==> src/rtl/core/lnds_pkg.sv <==
// Shared constants and types of the longest non-decreasing subsequence block.
package lnds_pkg;

    localparam int MAX_ITEMS_DEF = 256;
    localparam int VALUE_W       = 32;
    localparam int LEN_OUT_W     = 9;
    localparam int LEN_OUT_MAX   = (2 ** LEN_OUT_W) - 1;

    // Control from the sequencer to the compare unit
    typedef struct packed {
        logic clear;
        logic rd_vld;
    } t_scan_ctl;

endpackage

==> src/rtl/core/lnds_cmp.sv <==
// Shared compare and increment unit that builds one element's chain length.
module lnds_cmp #(
    parameter int LW = $clog2(lnds_pkg::MAX_ITEMS_DEF + 1)
) (
    input  logic                               i_clk,
    input  lnds_pkg::t_scan_ctl                i_ctl,
    input  logic signed [lnds_pkg::VALUE_W-1:0] i_key,
    input  logic signed [lnds_pkg::VALUE_W-1:0] i_rd_value,
    input  logic [LW-1:0]                      i_rd_len,
    output logic [LW-1:0]                      o_len
);

    logic [LW-1:0] r_len;
    logic [LW:0]   cand;
    logic          take;

    // Candidate length through the stored element
    assign cand = {1'b0, i_rd_len} + (LW + 1)'(1);
    assign take = i_ctl.rd_vld && (i_rd_value <= i_key) && (cand > {1'b0, r_len});

    // Restart at one, then keep the best candidate
    always_ff @(posedge i_clk) begin
        if (i_ctl.clear) begin
            r_len <= LW'(1);
        end else if (take) begin
            r_len <= cand[LW-1:0];
        end
    end

    assign o_len = r_len;

endmodule

==> config.mk <==
export PLATFORM = sky130hd
export DESIGN_NAME = lnds_cmp
export DESIGN_NICKNAME = d
export VERILOG_FILES = /design/src/rtl/core/lnds_pkg.sv /design/src/rtl/core/lnds_cmp.sv
export SDC_FILE = /design/constraint.sdc
export NUM_CORES = 1
export LEC_CHECK = 0
export ABC_AREA = 1
export BUFFER_PORTS_ARGS = -buffer_cell sky130_fd_sc_hd__buf_4
export CELL_PAD_IN_SITES_DETAIL_PLACEMENT = 0
export CELL_PAD_IN_SITES_GLOBAL_PLACEMENT = 1
export CORE_MARGIN = 2
export CORE_UTILIZATION = 30
export DETAILED_ROUTE_END_ITERATION = 6
export GPL_ROUTABILITY_DRIVEN = 0
export MAX_ROUTING_LAYER = met4
export PLACE_DENSITY_LB_ADDON = 0.1
export REMOVE_ABC_BUFFERS = 1
export SYNTH_ARGS = -nofsm -noshare
export SYNTH_HDL_FRONTEND = slang
export SYNTH_SLANG_ARGS = --single-unit
==> constraint.sdc <==
create_clock -name i_clk -period 6.75 [get_ports i_clk]
set_input_delay 1.35 -clock i_clk [delete_from_list [all_inputs] [get_ports i_clk]]
set_output_delay 1.35 -clock i_clk [all_outputs]
set_load 0.02 [all_outputs]
# Yosys cells after proc, flatten, opt, wreduce, memory -nomap -nowiden
# Index checks and enable logic that the tools add are counted.
[word_totals]
ff_bits = 9
latch_bits = 0
mem_bits_rw = 0
romBits = 0
input_bits = 76
word_cells = 6
n_memories = 0
[classes]
n_addsub = 1
multipliers = 0
div_mod_pow = 0
order_cmp = 2
eq_ne = 0
shifts = 0
n_mux = 0
n_bitwise = 0
n_reduce_logical = 2
[op_table]
columns = ["operator", "count"]
rows = [
  ["$le A32 B32 Y1", 1],
  ["$add A9 B1 Y10 const B", 1],
  ["$gt A10 B9 Y1", 1],
  ["$logic_and A1 B1 Y1", 2],
]

# Logic depth before layout (Yosys ltp)
# Gate-level depths: netlist of the first run.
[logic_depth]
word_depth = 3
ltp_mapped = 19

# Worst setup path before layout of the first run
# No wires, ideal clock.
[synth_path]
kind = "input -> register"
from = "in i_rd_len[1]"
to = "reg r_len[1], in the netlist o_len[1]"
arrival_ns = 3.220
slack_ns = 3.417
cell_stages = 16
cell_sequence = "clkinv_1 -> nor3_4 -> nand2_1 -> nor2_1 -> xor2_1 -> ha_1 -> nand2_1 -> inv_1 -> o21ai_0 -> and3b_1 -> nand2_2 -> nor2_4 -> nor2_8 -> buf_6 -> a21oi_2 -> nor2_1"
[synth_via]
elab_chain_len = 3
[synth_rtl]
columns = ["item", "line", "rtl"]
rows = [
  ["from (decl)", "lnds_cmp.sv:9", "input logic [LW-1:0] i_rd_len,"],
  ["$add A9 B1 Y10", "lnds_cmp.sv:18", "assign cand = {1'b0, i_rd_len} + (LW + 1)'(1);"],
  ["via cand[7]", "lnds_cmp.sv:14", "logic [LW:0] cand;"],
  ["$gt A10 B9 Y1", "lnds_cmp.sv:19", "assign take = i_ctl.rd_vld && (i_rd_value <= i_key) && (cand > {1'b0, r_len});"],
  ["$logic_and A1 B1 Y1", "lnds_cmp.sv:19", ""],
  ["to (signal assigned)", "lnds_cmp.sv:26", "r_len <= cand[LW-1:0];"],
  ["to (decl)", "lnds_cmp.sv:13", "logic [LW-1:0] r_len;"],
]
# The timed path passes the listed nets, and every way through them passes these cells.
# A chain may end at the register's enable or synchronous reset.

# Worst setup path after layout of the first run
[layout_path]
from = "in i_rd_len[0]"
to = "reg r_len[7], in the netlist o_len[7]"
# The elaborated chain is that of the path after synthesis.

==> impl_metrics.toml, run 1 <==
[routing]
met3_length_microns = 229
drc = 0
vias = 1770
wire_per_inst_microns = 9.14
drtPass1Iterations = 4
wl_met1_microns = 1730
vias_per_cell = 4.17
wirelength_microns = 3880
route.met2.wl_microns = 1890
detail-route-antenna-nets = 0
dr.max_layer_used = "met4"
drt_iter0_drc = 20

[synth]
ys_types = 28
synthArstFlopShare = 0
syn_area_sq_um = 1750
synth_edf_count = 0
postSynthCellCount = 266
synth_ff_type = "dfxtp_1"
ys_ff_latch = 9
yosys_warnings = 0
ys_top_cells_by_area = "ha_1 (30%), inv_1 (13%), nand2_1 (12%)"
ys_seq_area_frac = 0.103
syn_avg_cell_area_sq_um = 6.58
synth.top_cell.area_share = 0.300
yosys.area.top_type = "ha_1"

[power_and_ir_drop]
irDropWorstVdd_v = 0.0000671
power.leakage_nw = 1.45
pwr-share-comb = 0.552
power_frac_seq = 0.224
switching_share = 0.381
power_density_nw_per_um2 = 116
p_int_mw = 0.180
netSwitchingPower_mw = 0.111
power_frac_clock = 0.223

[clock_tree]
clk_pin_slew_ns = 0.05
tritoncts = "done"
cts_buffer_depth = 2
cts_setup_buffers = 0
h-tree-depth = 1
holdBufCountCts = 0
clk_latency_ns = 0.24
numCtsBuffers = 3
cts_resized = 0
clock-sinks = 9
ctsRootBufferMaster = "clkbuf_8"

[floorplanning]
fp.dieH_microns = 80.4
dieArea_sq_um = 6460
die_w_microns = 80.4
ios = 85
num_rows = 27
initial_core_util = 0.314
core-area_sq_um = 5570

[sta]
report.final.slew_viol_count = 0
relSlewSlack = 0.756
final.min_clock_period_ns = 3.40
tightest_slew_ns = 0.364
finalSetupViolCount = 0
hold_viol = 0
rsz0062_at_grt = "no"
fin_crit_sh = 0.503
skew_ns = 0.00290
max_freq_mhz = 294
tns_ns = 0

[hold_path]
min_path_type = "flip-flop to flip-flop"
min_from = "o_len[0]"

[placement]
dp_hpwl_microns = 3490
portBuffers = 84

[worst_setup_path]
crit_chain = "buf_4, ha_1, nand2_1, nor2_1, nand4_1, xor2_1, inv_1, ha_1, o21ai_0, and3b_1, nand2_2, nor2_4, nor2_8, nand3_1, nand2_1, nor2_1"
slowest_stage = "ha_1"
rr_startpoint = "o_len[5]"
cp_slowest_stage_delay_ns = 0.31
startpoint = "i_rd_len[0]"
cp_max_fo = 18
critPathArrivalTime_ns = 3.53
worstPathRequired_ns = 6.88
critPathKind = "input pin to flip-flop"
worst_setup_path_end_kind = "flip-flop"
critPathLaunchType = "input pin"

[grt]
grt_max_degree = 19
grt_overflow_total = 0
grt_pass1_vias = 1671
grt_pass1_wl_microns = 6780
antenna_found_initial = 0
track_usage = 0.133

[job]
cap_violations = 0

[finish]
seqCellArea_sq_um = 180
antennaDiodeCount = 0
fill_cells = 613
syn2layout_area_growth_pct = 42.5
nets = 471
final_common_cell = "buf_4"
final_cell_mix = "buf_4 (84), inv_1 (61), nand2_1 (54), ha_1 (42), nor2_1 (22)"
fin_util = 0.447
largest_reg_flops = 9
drive_above_1_share = 0.304
multi_input_area_sq_um = 1300

[outcome]
outcome = "finished clean"
==> critical path: cells and delay by family <==
| family | cells | cell delay (ns) |
|---|---|---|
| AND/OR/NAND/NOR | 10 | 1.21 |
| XOR/XNOR | 1 | 0.22 |
| AO/OA/AOI/OAI | 1 | 0.08 |
| buffers and inverters | 2 | 0.18 |
| adder cells (fa/ha/maj) | 2 | 0.48 |
==> final cells by class <==
class / count / area share
inverter: 66 / 0.0993
tap: 72 / 0.0361
clock buffer: 4 / 0.0181
multi-input combinational: 189 / 0.521
timing repair buffer: 84 / 0.253
sequential: 9 / 0.0723
==> synthesized netlist by cell type, drive strengths merged (4+ instances only) <==
cell type	count
nand3	15
clkinv	4
xor2	4
a21oi	25
ha	42
nand2	58
inv	62
nand4	6
o21ai	5
dfxtp	9
nor2	25
==> power by group through the flow <==
| stage | clock (mW) | sequential (mW) | combinational (mW) |
|---|---|---|---|
| floorplan | 0 | 0.0728 | 0.0921 |
| global placement | 0 | 0.0664 | 0.162 |
| detailed placement | 0 | 0.0664 | 0.162 |
| CTS | 0.0676 | 0.0654 | 0.163 |
| global route | 0.0715 | 0.0660 | 0.186 |
| finish | 0.0647 | 0.0651 | 0.160 |
==> kinds of logic (layout without fill, tap and decap cells) <==
| logic type | after synthesis | after routing | share of synthesized area |
|---|---|---|---|
| and+or+nand+nor | 108 | 108 | 0.297 |
| buffers and inverters | 68 | 154 | 0.154 |
| adders and majority gates | 42 | 42 | 0.300 |
| AOI/OAI and AO/OA | 34 | 34 | 0.120 |
| DFF | 9 | 9 | 0.103 |
| xor gates and xnor gates | 5 | 5 | 0.0250 |
==> path summary, 6_finish.rpt <==
check	depth (start not counted)	endpoint	slack [ns]
worst min register to register	2	o_len[0]	0.49
worst max register to register	11	o_len[7]	4.87
worst min-delay path	2	o_len[0]	0.49
worst max-delay path	16	o_len[7]	3.35
==> metal layers <==
metal	global-route usage	vias up
met1	0.154	704
met4	0.0203	0
met2	0.239	45
li1	-	1017
met5	-	-
met3	0.0303	4
==> metrics by stage <==
stage                     cells  power (mW)  area, sq um  setup WS, ns  hold WS, ns
final                       424       0.290         2490          3.35        0.494
after detailed placement    420       0.228         2450          3.06        0.490
after global placement      420       0.228         2450          3.10        0.489
after CTS                   424       0.296         2490          3.32        0.496
after floorplan             264       0.165         1730          3.51        0.557
after global routing        424       0.324         2490          3.03        0.526
Note: power is estimated with default switching activity, not from simulation.
==> inputs of run 2 (changes only) <==
clock period = 3.5 ns   (was 6.75 ns; I/O delays follow)
==> run 2 against run 1 <==
Flip-flop and latch count unchanged. First-iteration DRC count increased by 60%. Sequential share of layout area stayed put. Core utilization is the same. Clock power up 93%. Clock skew down 0.0018 ns. Cell count unchanged. Routed wire length is 0.83% higher. Die area is the same. Combinational power grew 94%. Critical path type unchanged. Global-route usage about the same.
==> impl_metrics.toml, run 2 (same netlist as run 1, synthesis figures left out) <==
[outcome]
outcome = "finished clean"

[routing]
drtPass1Iterations = 4
vias = 1808
drt_iter0_drc = 32
drc = 0
vias_per_cell = 4.26
wirelength_microns = 3910
wire_per_inst_microns = 9.22
detail-route-antenna-nets = 0

[worst_setup_path]
crit_buf_inv = 2
cp_slowest_stage_delay_ns = 0.31
r2r-end = "o_len[7]"
crit_chain = "buf_4, ha_1, nand2_1, nor2_1, nand4_1, xor2_1, inv_1, ha_1, o21ai_0, and3b_1, nand2_2, nor2_4, nor2_8, nand3_1, nand2_1, nor2_1"
worstPathRequired_ns = 3.63
rrSetupSlack_ns = 1.62
cp_top_family = "simple AND/OR/NAND/NOR gates"
slowest_stage = "ha_1"
rr_startpoint = "o_len[5]"
reg2regPathDepth = 11
worst_setup_path_end_kind = "flip-flop"
critPathArrivalTime_ns = 2.87
critPathKind = "input pin to flip-flop"
cp_max_fo = 18
critPathLaunchType = "input pin"

[clock_tree]
cts_resized = 0
holdBufCountCts = 0
cts_buffer_depth = 2
cts_setup_buffers = 0
tritoncts = "done"
ctsRootBufferMaster = "clkbuf_8"
clk_pin_slew_ns = 0.05
h-tree-depth = 1
clk_latency_ns = 0.23
clock-sinks = 9
numCtsBuffers = 3

[sta]
relSlewSlack = 0.757
final.min_clock_period_ns = 2.74
rsz0062_at_grt = "no"
hold_viol = 0
finalSetupViolCount = 0
tightest_slew_ns = 0.362
tns_ns = 0
fin_crit_sh = 0.784
fin_ws_ns = 0.757
skew_ns = 0.00105
report.final.slew_viol_count = 0
max_freq_mhz = 365

[hold_path]
hold_path_depth = 2
min_from = "o_len[0]"
min_path_type = "flip-flop to flip-flop"
worstHoldEndpoint = "o_len[0]"

[finish]
final_cell_mix = "buf_4 (84), inv_1 (61), nand2_1 (54), ha_1 (42), nor2_1 (22)"
drive_above_1_share = 0.304
final_common_cell = "buf_4"
antennaDiodeCount = 0
syn2layout_area_growth_pct = 42.5
largest_reg_flops = 9
nets = 471

[grt]
use_met1 = 0.155
track_usage = 0.133
grt_pass1_vias = 1646
grt_max_degree = 19
grt_overflow_total = 0
grt_pass1_wl_microns = 6760
antenna_found_initial = 0
use_met2 = 0.239
gr-max-usage-layer = "met2"
grt_util_met3 = 0.0315

[floorplanning]
core-area_sq_um = 5570
dieArea_sq_um = 6460
fp.dieH_microns = 80.4
num_rows = 27
initial_core_util = 0.314
die_w_microns = 80.4
ios = 85

[power_and_ir_drop]
irDropWorstVdd_v = 0.000127
power.leakage_nw = 1.45
power_density_nw_per_um2 = 225

[placement]
dp_hpwl_microns = 3510
pre_cts_ws_ns = 0.473
portBuffers = 84

[job]
cap_violations = 0
-- run 2: cell counts in the layout (fill, tap and decap cells not counted) --
No cell type changed its count.
-- run 2: power by group --
part	switching (mW)	total (mW)	internal [mW]
combinational	0.158	0.310	0.152
clock	0.0448	0.125	0.0797
sequential	0.0107	0.125	0.115
-- run 2: through the flow --
stage	power, mW	cells	area (sq um)	utilization	hold WS (ns)
after global placement	0.440	420	2450	0.439	0.489
after CTS	0.574	424	2490	0.447	0.492
after detailed placement	0.442	420	2450	0.439	0.484
after global routing	0.622	424	2490	0.447	0.504
final	0.560	424	2490	0.447	0.491
after floorplan	0.318	264	1730	-	0.557
-- run 2: how the worst max path moves through the flow --
stage	startpoint	endpoint	slack, ns	cells past startpoint
after floorplan	i_rd_len[0]	o_len[1]	0.91	16
after global placement	i_rd_len[0]	o_len[6]	0.50	16
after detailed placement	i_rd_len[0]	o_len[7]	0.47	16
after CTS	i_rd_len[0]	o_len[7]	0.72	16
after global routing	i_rd_len[0]	o_len[4]	0.42	17
final	i_rd_len[0]	o_len[7]	0.76	16
-- run 2: cell type report --
class / count / area [sq um]
Clock buffer: 4 / 45.0
Multi-Input combinational cell: 189 / 1300
Tap cell: 72 / 90.1
Timing Repair Buffer: 84 / 631
Sequential cell: 9 / 180
Fill cell: 604 / 3080
Inverter: 66 / 248
-- run 2: per-layer routing --
metal  share of wire  vias to the layer above
li1                -                     1014
met1            0.43                      737
met2            0.49                       55
met3           0.072                        2
met4          0.0036                        0
met5               0                        -
-- run 2: worst register-to-register path: stages, from the launching register on --
cell,delay [ns]
dfxtp_1,0.35
inv_1,0.06
ha_1,0.29
nand2_1,0.07
nor2_1,0.10
nand4_1,0.12
nor2_1,0.18
nor2_4,0.08
nor2_8,0.28
nand3_1,0.13
nand2_1,0.07
nor2_1,0.04
